## src/design/spr_pkg.sv

```systemverilog
// Shared types and constants for the stream pattern replace unit.
// No dependencies; every other design file imports this package.
package spr_pkg;

  localparam int unsigned BYTE_W    = 8;
  localparam int unsigned JOB_BYTES = 8;
  localparam int unsigned POS_W     = $clog2(JOB_BYTES);
  localparam int unsigned LEN_W     = 4;
  localparam int unsigned DATA_W    = 64;
  localparam int unsigned ADDR_W    = 5;

  // Configuration as seen by the front end.
  typedef struct packed {
    logic [DATA_W-1:0] pattern;
    logic [LEN_W-1:0]  plen;
    logic [DATA_W-1:0] replacement;
    logic [LEN_W-1:0]  rlen;
  } cfg_t;

  // One burst of output words produced by one accepted input word.
  // A burst with cnt zero and last set is a bare end marker.
  typedef struct packed {
    logic [JOB_BYTES*BYTE_W-1:0] bytes;
    logic [LEN_W-1:0]            cnt;
    logic                        last;
  } job_t;

endpackage

```

## src/design/spr_in_if.sv

```systemverilog
// Input stream channel: valid/ready handshake carrying one text byte.
// Depends on spr_pkg.
interface spr_in_if;
  import spr_pkg::*;

  logic              valid;
  logic              ready;
  logic [BYTE_W-1:0] char_in;
  logic              last_in;

  modport source(output valid, char_in, last_in, input ready);
  modport sink(input valid, char_in, last_in, output ready);
endinterface

```

## src/design/spr_out_if.sv

```systemverilog
// Output stream channel: valid/ready handshake carrying one result byte.
// Depends on spr_pkg.
interface spr_out_if;
  import spr_pkg::*;

  logic              valid;
  logic              ready;
  logic [BYTE_W-1:0] char_out;
  logic              has_char;
  logic              last_out;

  modport source(output valid, char_out, has_char, last_out, input ready);
  modport sink(input valid, char_out, has_char, last_out, output ready);
endinterface

```

## src/design/stream_pattern_replace_unit.sv

```systemverilog
// Top level of the stream pattern replace unit: register file and wiring.
// Depends on spr_pkg, spr_in_if, spr_out_if, spr_front, spr_queue, spr_back.
//
// The unit takes a text one byte per word on in_i, the final byte flagged by
// last_in, and writes the text to out_o with every leftmost non-overlapping
// occurrence of the pattern replaced by the replacement. An empty replacement
// deletes the matches. A text whose end leaves nothing to send closes with a
// bare end marker (has_char low, last_out high).
// The APB port holds pattern, pattern length, replacement and replacement
// length at byte addresses 0, 8, 16 and 24. Writing the pattern length drops
// the bytes pending in the window; the user is to write registers between
// texts, which the unit itself does not enforce. The first result of an
// input word passes through the burst queue and then the output register.
// Throughput: one input word per cycle while the burst queue has room; the
// back end sends one output word per cycle while the receiver is ready, so
// a word that causes k results holds the back end for k output words and
// the queue of QUEUE_DEPTH bursts absorbs the difference.
// When the receiver stalls, the output register holds its word and the
// queue fills; in_i.ready drops only once the queue is full.
// Reset empties the window and the queue and loads pattern length 1 with all
// other registers zero.
module stream_pattern_replace_unit #(
  parameter int unsigned PATTERN_MAX = 8,
  parameter int unsigned REPLACE_MAX = 8,
  parameter int unsigned QUEUE_DEPTH = 4
) (
  input  logic                       clk_i,
  input  logic                       rst_ni,
  spr_in_if.sink                     in_i,
  spr_out_if.source                  out_o,
  input  logic                       psel,
  input  logic                       penable,
  input  logic                       pwrite,
  input  logic [spr_pkg::ADDR_W-1:0] paddr,
  input  logic [spr_pkg::DATA_W-1:0] pwdata,
  output logic [spr_pkg::DATA_W-1:0] prdata,
  output logic                       pready
);
  import spr_pkg::*;

  typedef enum logic [1:0] {
    REG_PATTERN     = 2'd0,
    REG_PATTERN_LEN = 2'd1,
    REG_REPLACEMENT = 2'd2,
    REG_REPLACE_LEN = 2'd3
  } reg_idx_e;

  cfg_t     cfg_q, cfg_d;
  reg_idx_e reg_idx;
  logic     wr_en, cfg_clear;
  logic     push, q_full, pop, head_valid;
  job_t     job, head;

  // Registers sit on 8-byte boundaries; the low address bits are ignored.
  assign reg_idx = reg_idx_e'(paddr[ADDR_W-1:3]);
  assign wr_en   = psel && penable && pwrite;
  assign pready  = 1'b1;

  always_comb begin
    cfg_d     = cfg_q;
    cfg_clear = 1'b0;
    if (wr_en) begin
      unique case (reg_idx)
        REG_PATTERN:     cfg_d.pattern = pwdata;
        REG_PATTERN_LEN: begin
          cfg_d.plen = pwdata[LEN_W-1:0];
          cfg_clear  = 1'b1;
        end
        REG_REPLACEMENT: cfg_d.replacement = pwdata;
        REG_REPLACE_LEN: cfg_d.rlen = pwdata[LEN_W-1:0];
      endcase
    end
  end

  always_comb begin
    unique case (reg_idx)
      REG_PATTERN:     prdata = cfg_q.pattern;
      REG_PATTERN_LEN: prdata = DATA_W'(cfg_q.plen);
      REG_REPLACEMENT: prdata = cfg_q.replacement;
      REG_REPLACE_LEN: prdata = DATA_W'(cfg_q.rlen);
    endcase
  end

  always_ff @(posedge clk_i or negedge rst_ni) begin
    if (!rst_ni) begin
      cfg_q.pattern     <= '0;
      cfg_q.plen        <= LEN_W'(1);
      cfg_q.replacement <= '0;
      cfg_q.rlen        <= '0;
    end else begin
      cfg_q <= cfg_d;
    end
  end

  spr_front #(
    .PATTERN_MAX(PATTERN_MAX),
    .REPLACE_MAX(REPLACE_MAX)
  ) u_front (
    .clk_i      (clk_i),
    .rst_ni     (rst_ni),
    .in_i       (in_i),
    .cfg_i      (cfg_q),
    .cfg_clear_i(cfg_clear),
    .q_full_i   (q_full),
    .push_o     (push),
    .job_o      (job)
  );

  spr_queue #(
    .DEPTH(QUEUE_DEPTH)
  ) u_queue (
    .clk_i       (clk_i),
    .rst_ni      (rst_ni),
    .push_i      (push),
    .job_i       (job),
    .full_o      (q_full),
    .pop_i       (pop),
    .head_valid_o(head_valid),
    .head_o      (head)
  );

  spr_back u_back (
    .clk_i       (clk_i),
    .rst_ni      (rst_ni),
    .head_valid_i(head_valid),
    .head_i      (head),
    .pop_o       (pop),
    .out_o       (out_o)
  );

endmodule

```

## src/design/spr_front.sv

```systemverilog
// Front end: holds the match window, compares it against the pattern, pushes a
// burst when a word yields bytes or ends text. Depends on spr_pkg and spr_in_if.
module spr_front #(
  parameter int unsigned PATTERN_MAX = 8,
  parameter int unsigned REPLACE_MAX = 8
) (
  input  logic          clk_i,
  input  logic          rst_ni,
  spr_in_if.sink        in_i,
  input  spr_pkg::cfg_t cfg_i,
  input  logic          cfg_clear_i,
  input  logic          q_full_i,
  output logic          push_o,
  output spr_pkg::job_t job_o
);
  import spr_pkg::*;

  localparam int unsigned CNT_W = $clog2(PATTERN_MAX + 1);

  logic [BYTE_W-1:0] win_q     [PATTERN_MAX];
  logic [BYTE_W-1:0] win_d     [PATTERN_MAX];
  logic [BYTE_W-1:0] win_new   [PATTERN_MAX];
  logic [BYTE_W-1:0] win_shift [PATTERN_MAX];
  logic [CNT_W-1:0]  cnt_q, cnt_d;
  logic [LEN_W-1:0]  plen_eff, rlen_eff, cnt_inc;
  logic              accept, full, match;

  assign accept     = in_i.valid && in_i.ready;
  assign in_i.ready = !q_full_i;

  always_comb begin
    if (cfg_i.plen == '0) begin
      plen_eff = LEN_W'(1);
    end else if (cfg_i.plen > LEN_W'(PATTERN_MAX)) begin
      plen_eff = LEN_W'(PATTERN_MAX);
    end else begin
      plen_eff = cfg_i.plen;
    end
    if (cfg_i.rlen > LEN_W'(REPLACE_MAX)) begin
      rlen_eff = LEN_W'(REPLACE_MAX);
    end else begin
      rlen_eff = cfg_i.rlen;
    end
  end

  assign cnt_inc = LEN_W'(cnt_q) + LEN_W'(1);
  assign full    = (cnt_inc == plen_eff);

  // The new byte lands at the first free window slot.
  always_comb begin
    for (int i = 0; i < PATTERN_MAX; i++) begin
      win_new[i] = (LEN_W'(cnt_q) == LEN_W'(i)) ? in_i.char_in : win_q[i];
    end
    for (int i = 0; i < PATTERN_MAX - 1; i++) begin
      win_shift[i] = win_new[i + 1];
    end
    win_shift[PATTERN_MAX-1] = win_new[PATTERN_MAX-1];
  end

  // Parallel compare of every active window slot against its pattern byte.
  always_comb begin
    match = 1'b1;
    for (int i = 0; i < PATTERN_MAX; i++) begin
      if ((LEN_W'(i) < plen_eff) &&
          (win_new[i] != cfg_i.pattern[BYTE_W*i +: BYTE_W])) begin
        match = 1'b0;
      end
    end
  end

  // A burst either replaces a match, releases the oldest window byte, or
  // flushes the whole window at the end of the text.
  always_comb begin
    job_o.bytes = '0;
    job_o.last  = in_i.last_in;
    if (full && match) begin
      job_o.bytes = cfg_i.replacement;
      job_o.cnt   = rlen_eff;
    end else begin
      for (int k = 0; k < PATTERN_MAX; k++) begin
        job_o.bytes[BYTE_W*k +: BYTE_W] = win_new[k];
      end
      if (full) begin
        job_o.cnt = in_i.last_in ? plen_eff : LEN_W'(1);
      end else begin
        job_o.cnt = in_i.last_in ? cnt_inc : LEN_W'(0);
      end
    end
  end

  assign push_o = accept && (in_i.last_in || (job_o.cnt != '0));

  always_comb begin
    cnt_d = cnt_q;
    win_d = win_q;
    if (cfg_clear_i) begin
      cnt_d = '0;
    end else if (accept) begin
      if (in_i.last_in || (full && match)) begin
        cnt_d = '0;
      end else if (full) begin
        cnt_d = CNT_W'(plen_eff - LEN_W'(1));
        win_d = win_shift;
      end else begin
        cnt_d = CNT_W'(cnt_inc);
        win_d = win_new;
      end
    end
  end

  always_ff @(posedge clk_i or negedge rst_ni) begin
    if (!rst_ni) begin
      cnt_q <= '0;
    end else begin
      cnt_q <= cnt_d;
    end
  end

  always_ff @(posedge clk_i) begin
    win_q <= win_d;
  end

  a_cnt_below_len: assert property (@(posedge clk_i) disable iff (!rst_ni)
    LEN_W'(cnt_q) < plen_eff)
    else $error("window count reached the pattern length");

  a_last_empties: assert property (@(posedge clk_i) disable iff (!rst_ni)
    accept && in_i.last_in |=> cnt_q == '0)
    else $error("window not empty after end of text");

endmodule

```

## src/design/spr_queue.sv

```systemverilog
// Short burst queue between the front end and the back end.
// Depends on spr_pkg.
module spr_queue #(
  parameter int unsigned DEPTH = 4
) (
  input  logic          clk_i,
  input  logic          rst_ni,
  input  logic          push_i,
  input  spr_pkg::job_t job_i,
  output logic          full_o,
  input  logic          pop_i,
  output logic          head_valid_o,
  output spr_pkg::job_t head_o
);
  import spr_pkg::*;

  localparam int unsigned PTR_W = (DEPTH > 1) ? $clog2(DEPTH) : 1;
  localparam int unsigned CNT_W = $clog2(DEPTH + 1);

  job_t             mem_q [DEPTH];
  logic [PTR_W-1:0] wr_q, wr_d, rd_q, rd_d;
  logic [CNT_W-1:0] cnt_q, cnt_d;

  assign full_o       = (cnt_q == CNT_W'(DEPTH));
  assign head_valid_o = (cnt_q != '0);
  assign head_o       = mem_q[rd_q];

  always_comb begin
    wr_d  = wr_q;
    rd_d  = rd_q;
    cnt_d = cnt_q;
    if (push_i) begin
      wr_d = (wr_q == PTR_W'(DEPTH - 1)) ? '0 : wr_q + PTR_W'(1);
    end
    if (pop_i) begin
      rd_d = (rd_q == PTR_W'(DEPTH - 1)) ? '0 : rd_q + PTR_W'(1);
    end
    if (push_i && !pop_i) begin
      cnt_d = cnt_q + CNT_W'(1);
    end else if (pop_i && !push_i) begin
      cnt_d = cnt_q - CNT_W'(1);
    end
  end

  always_ff @(posedge clk_i or negedge rst_ni) begin
    if (!rst_ni) begin
      wr_q  <= '0;
      rd_q  <= '0;
      cnt_q <= '0;
    end else begin
      wr_q  <= wr_d;
      rd_q  <= rd_d;
      cnt_q <= cnt_d;
    end
  end

  always_ff @(posedge clk_i) begin
    if (push_i) begin
      mem_q[wr_q] <= job_i;
    end
  end

  a_no_overflow: assert property (@(posedge clk_i) disable iff (!rst_ni)
    push_i |-> !full_o)
    else $error("burst queue overflow");

  a_no_underflow: assert property (@(posedge clk_i) disable iff (!rst_ni)
    pop_i |-> head_valid_o)
    else $error("burst queue underflow");

endmodule

```

## src/design/spr_back.sv

```systemverilog
// Back end: plays the head burst out one word per cycle, while the receiver
// is ready, into the output register. Depends on spr_pkg and spr_out_if.
module spr_back (
  input  logic          clk_i,
  input  logic          rst_ni,
  input  logic          head_valid_i,
  input  spr_pkg::job_t head_i,
  output logic          pop_o,
  spr_out_if.source     out_o
);
  import spr_pkg::*;

  logic [POS_W-1:0]  pos_q, pos_d;
  logic              valid_q, valid_d;
  logic [BYTE_W-1:0] char_q, char_d;
  logic              has_q, has_d, last_q, last_d;
  logic              fire, done, bare;

  assign bare  = (head_i.cnt == '0);
  assign done  = bare || ((LEN_W'(pos_q) + LEN_W'(1)) == head_i.cnt);
  assign fire  = head_valid_i && (!valid_q || out_o.ready);
  assign pop_o = fire && done;

  always_comb begin
    pos_d   = pos_q;
    valid_d = valid_q;
    char_d  = char_q;
    has_d   = has_q;
    last_d  = last_q;
    if (fire) begin
      valid_d = 1'b1;
      char_d  = bare ? '0 : head_i.bytes[BYTE_W*pos_q +: BYTE_W];
      has_d   = !bare;
      last_d  = head_i.last && done;
      pos_d   = done ? '0 : pos_q + POS_W'(1);
    end else if (out_o.ready) begin
      valid_d = 1'b0;
    end
  end

  always_ff @(posedge clk_i or negedge rst_ni) begin
    if (!rst_ni) begin
      pos_q   <= '0;
      valid_q <= 1'b0;
    end else begin
      pos_q   <= pos_d;
      valid_q <= valid_d;
    end
  end

  always_ff @(posedge clk_i) begin
    char_q <= char_d;
    has_q  <= has_d;
    last_q <= last_d;
  end

  assign out_o.valid    = valid_q;
  assign out_o.char_out = char_q;
  assign out_o.has_char = has_q;
  assign out_o.last_out = last_q;

  a_bare_is_last: assert property (@(posedge clk_i) disable iff (!rst_ni)
    valid_q && !has_q |-> last_q && (char_q == '0))
    else $error("bare end marker without last flag");

endmodule

```

## src/flat_wrapper.sv

```systemverilog
// flat-port wrapper written by rule: the top's interface ports become plain ports
module stream_pattern_replace_unit_flat import spr_pkg::*;
#(
  parameter int unsigned PATTERN_MAX = 8,
  parameter int unsigned REPLACE_MAX = 8,
  parameter int unsigned QUEUE_DEPTH = 4
)
  (clk_i, rst_ni, psel, penable, pwrite, paddr, pwdata, prdata, pready, in_i_valid, in_i_char_in, in_i_last_in, in_i_ready, out_o_valid, out_o_char_out, out_o_has_char, out_o_last_out, out_o_ready);
  spr_in_if in_i_i ();
  spr_out_if out_o_i ();
  input  logic clk_i;
  input  logic rst_ni;
  input  logic psel;
  input  logic penable;
  input  logic pwrite;
  input  logic [spr_pkg::ADDR_W-1:0] paddr;
  input  logic [spr_pkg::DATA_W-1:0] pwdata;
  output logic [spr_pkg::DATA_W-1:0] prdata;
  output logic pready;
  input wire logic [$bits(in_i_i.valid)-1:0] in_i_valid;
  input wire logic [$bits(in_i_i.char_in)-1:0] in_i_char_in;
  input wire logic [$bits(in_i_i.last_in)-1:0] in_i_last_in;
  output wire logic [$bits(in_i_i.ready)-1:0] in_i_ready;
  output wire logic [$bits(out_o_i.valid)-1:0] out_o_valid;
  output wire logic [$bits(out_o_i.char_out)-1:0] out_o_char_out;
  output wire logic [$bits(out_o_i.has_char)-1:0] out_o_has_char;
  output wire logic [$bits(out_o_i.last_out)-1:0] out_o_last_out;
  input wire logic [$bits(out_o_i.ready)-1:0] out_o_ready;
  assign in_i_i.valid = in_i_valid;
  assign in_i_i.char_in = in_i_char_in;
  assign in_i_i.last_in = in_i_last_in;
  assign in_i_ready = in_i_i.ready;
  assign out_o_valid = out_o_i.valid;
  assign out_o_char_out = out_o_i.char_out;
  assign out_o_has_char = out_o_i.has_char;
  assign out_o_last_out = out_o_i.last_out;
  assign out_o_i.ready = out_o_ready;
  stream_pattern_replace_unit #(.PATTERN_MAX(PATTERN_MAX), .REPLACE_MAX(REPLACE_MAX), .QUEUE_DEPTH(QUEUE_DEPTH)) u_core (.clk_i(clk_i), .rst_ni(rst_ni), .in_i(in_i_i), .out_o(out_o_i), .psel(psel), .penable(penable), .pwrite(pwrite), .paddr(paddr), .pwdata(pwdata), .prdata(prdata), .pready(pready));
endmodule
```

## config.mk

```make
export PLATFORM = sky130hd
export DESIGN_NAME = stream_pattern_replace_unit_flat
export DESIGN_NICKNAME = d
export VERILOG_FILES = /design/src/design/spr_pkg.sv /design/src/design/spr_in_if.sv /design/src/design/spr_out_if.sv /design/src/design/stream_pattern_replace_unit.sv /design/src/design/spr_front.sv /design/src/design/spr_queue.sv /design/src/design/spr_back.sv /design/src/flat_wrapper.sv
export SDC_FILE = /design/constraint.sdc
export NUM_CORES = 1
export LEC_CHECK = 0
export BUFFER_PORTS_ARGS = -buffer_cell sky130_fd_sc_hd__buf_2
export CAP_MARGIN = 20
export CELL_PAD_IN_SITES_DETAIL_PLACEMENT = 0
export CELL_PAD_IN_SITES_GLOBAL_PLACEMENT = 1
export CORE_AREA = 2 2 188 264
export DETAILED_ROUTE_END_ITERATION = 6
export DIE_AREA = 0 0 190 266
export PLACE_DENSITY = 0.84
export SLEW_MARGIN = 40
export SYNTH_ARGS = -nofsm -noshare
export SYNTH_HDL_FRONTEND = slang
export SYNTH_HIERARCHICAL = 1
export SYNTH_SLANG_ARGS = --single-unit
```

## constraint.sdc

```tcl
create_clock -name clk_i -period 7.7 [get_ports clk_i]
set_input_delay 2.31 -clock clk_i [delete_from_list [all_inputs] [get_ports clk_i]]
set_output_delay 2.31 -clock clk_i [all_outputs]
set_load 0.005 [all_outputs]
```

==> results.ini <==
[outcome]
status=complete, no violations

[synth]
synth.top_cell.area_share_pct=43.16
syn_inst=1675
syn_area_per_cell_um2=14.54
yosysWarnings=6
yosysMostFrequentCell=edfxtp_1
ys_ff_latch=501
synth-async-reset-ratio_pct=30.14
ys_top_cells_by_area=edfxtp_1 (43%), dfrtp_1 (15%), mux4_2 (8.1%)
ys.flop_type=edfxtp_1
synth.distinct_cells=79
seq_area_frac_synth_pct=58.68
synth_edf_count=350
yosys-top-cells-count=edfxtp_1 (350), nor2_1 (203), mux2_2 (162)
syn_area_um2=24350
synth_area_leader_cell=edfxtp_1
syn-num-nets=1776

[floorplan]
die_h_um=266
die-area_um2=50540
fp.dieW_um=190
initial_core_util_pct=50.31
io-pin-count=162
coreArea_um2=48410
rows=96

[global_route]
grt_overflow_total=0
grt_pass1_wl_um=91470
antenna_found_initial=2
global_route.usage.total_pct=24.14
grt_max_degree=70
grt_pass1_vias=15100

[detailed_routing]
routedWlPerCell_um=24.42
wirelength_um=60830
drt-initial-drc-count=1421
final_antenna_net_count=0
dr.pass1.iters=6
avgViaCountPerCell=5.929
drc=0
vias=14770

[power_and_ir_drop]
powerDensity_nw_per_um2=352.2
peakVddDrop_v=0.0002065
power_w=0.009571
leakage_nw=10.77

[job]
cap_violations=0

[clocking]
cts_setup_buffers=0
clock_sink_count=501
cts-root-buf=clkbuf_16
cts.clk_slew.worst_paths_ps=60
ctsHtreeMaxLevel=2
holdBufCountCts=0
cts_buffers=46
cts_tree=built
cts_resized=0
clk_path_buf_depth=3
insertion_delay_ps=580

[sta]
setup_ws_ps=1435
fin_skew_ps=16.02
fin_crit_ps=6265
post-route-period-util_pct=81.37
tightest_slew_ps=818.0
setup_tns_ps=0
rsz0062_at_grt=no
finalSetupViolCount=0
max_freq_mhz=159.6
hold_viol=0
drv_slew=0
whs_ps=481.5
slew_headroom_pct=45.47

[critical_path]
critPathTopFamily=compound AO/OA/AOI/OAI gates
arrival_ps=6760
slowest_delay_ps=650
crit_fanout=15
endpoint_kind=flip-flop
crit_required_ps=8190
worstPathCellList=buf_2 -> inv_1 -> o22ai_1 -> or3_1 -> a211oi_1 -> nand4_1 -> o41ai_1 -> a32o_2 -> a31oi_1 -> a21oi_1 -> ha_1 -> inv_1 -> fa_1 -> xor2_1 -> nor2_1 -> xor2_1
critPathSlowestCell=a21oi_1
cp-start-kind=primary input
path_class=primary input to flip-flop
cp.buffers_inverters=3

[final_layout]
area_delta_synth_final_pct=11.58
utilization_pct=56.13
final_layout_size_suffix_gt1_share_pct=30.71
num-fill-cells=3825
final_nets=1916

[placed_design]
dpl_worst_slack_ps=1013
dp_hpwl_um=42300
place_congestion=0.9470
portBuffers=157

[hold_path]
hold_class=flip-flop to flip-flop

==> cell usage in the layout (no fill, tap or decap), types with 6 or more instances in the layout <==
master,netlist,final
mux2_4,29,29
a21oi_1,27,26
nor2_1,203,203
clkinv_2,0,9
mux2_2,162,162
o22ai_1,63,63
or3_1,7,6
edfxtp_1,350,350
nor2b_1,8,8
xnor2_1,35,35
nand2_1,44,44
nand4_1,7,7
mux2i_1,132,132
inv_1,79,79
clkbuf_1,27,13
a221oi_1,8,8
mux4_2,88,88
nor4_1,9,9
nand2b_1,11,11
o21ai_0,12,12
nor3_1,6,6
buf_2,35,155
nand3_1,8,8
buf_4,3,26
xor2_1,31,31
clkbuf_16,0,47
o221ai_1,7,7
dfrtp_1,150,147
ha_1,15,15
==> layout make-up <==
| cell class | instances | area [um^2] | share of cell area, % |
|---|---|---|---|
| clock inverters | 24 | 247.7 | 0.9117 |
| well taps | 637 | 797.0 | 2.933 |
| clock buffers | 62 | 1252 | 4.609 |
| flip-flops and latches | 501 | 14300 | 52.63 |
| multi-input cells | 996 | 9151 | 33.68 |
| inverters | 80 | 300.3 | 1.105 |
| repair buffers | 190 | 1120 | 4.121 |
| diodes | 1 | 2.502 | 0.009209 |
==> per-stage QoR <==
stage	cell area (um^2)	std cells
final	27170	2491
after detailed placement	25640	2403
after global placement	25610	2402
after CTS	27140	2489
after global routing	27170	2490
after floorplan	24350	1675
==> power by group <==
part | total (W) | switching, W | internal, W
clock | 0.00229 | 0.00101 | 0.00129
sequential | 0.00418 | 0.000494 | 0.00368
combinational | 0.00310 | 0.00167 | 0.00143
==> cell families after synthesis <==
kind of cell    Yosys count  share of synthesized area (%)
fa+ha+maj                16                         0.8529
xor+xnor                 67                          2.441
mux                     417                          23.23
other cells               1                        0.01540
buf+inv                 178                          3.900
simple gates            333                          6.258
flops                   501                          58.68
compound gates          162                          4.624
==> final timing paths <==
check                                        start                      end  slack (ps)  cells after the start
max                                in_i_char_in[0]  u_core/u_queue/cnt_q[2]        1430                     16
min                        u_core/u_queue/cnt_q[2]  u_core/u_queue/cnt_q[2]         480                      1
max reg2reg                u_core/u_front/cnt_q[0]  u_core/u_queue/cnt_q[2]        2450                     18
min reg2reg                u_core/u_queue/cnt_q[2]  u_core/u_queue/cnt_q[2]         480                      1
max in group asynchronous                   rst_ni   u_core/u_queue/rd_q[1]        5190                      2
min in group asynchronous                   rst_ni          u_core/cfg_q[8]        1580                      1
==> sequential cells by signal, summed over array words and instances, names as in the netlist, 2 cells and up <==
| name | flops |
|---|---|
| u_core/cfg_q | 136 |
| u_core/u_back/out_o.char_out | 8 |
| u_core/u_back/pos_q | 3 |
| u_core/u_front/cnt_q | 4 |
| u_core/u_front/win_q | 64 |
| u_core/u_queue/cnt_q | 3 |
| u_core/u_queue/mem_q | 276 |
| u_core/u_queue/rd_q | 2 |
| u_core/u_queue/wr_q | 2 |
==> layer usage <==
layer  GRT usage [%]  part of all wire (%)  up-vias
li1                -                     -     6574
met1           30.27                    39     7488
met2           42.54                    51      572
met3           3.069                   5.5      132
met4           9.491                   3.9        2
met5               0                 0.026        -
==> worst reg2reg max path, stage by stage, from the launching register on <==
cell,delay [ps]
dfrtp_1,440
inv_1,140
ha_1,280
nor3b_2,170
buf_4,220
nor4_1,290
or3b_1,390
a211oi_1,380
nand4_1,290
o41ai_1,340
a32o_2,310
a31oi_1,110
a21oi_1,650
ha_1,310
inv_1,60
fa_1,370
xor2_1,150
nor2_1,120
xor2_1,150
(Power assumes the default switching activity.)
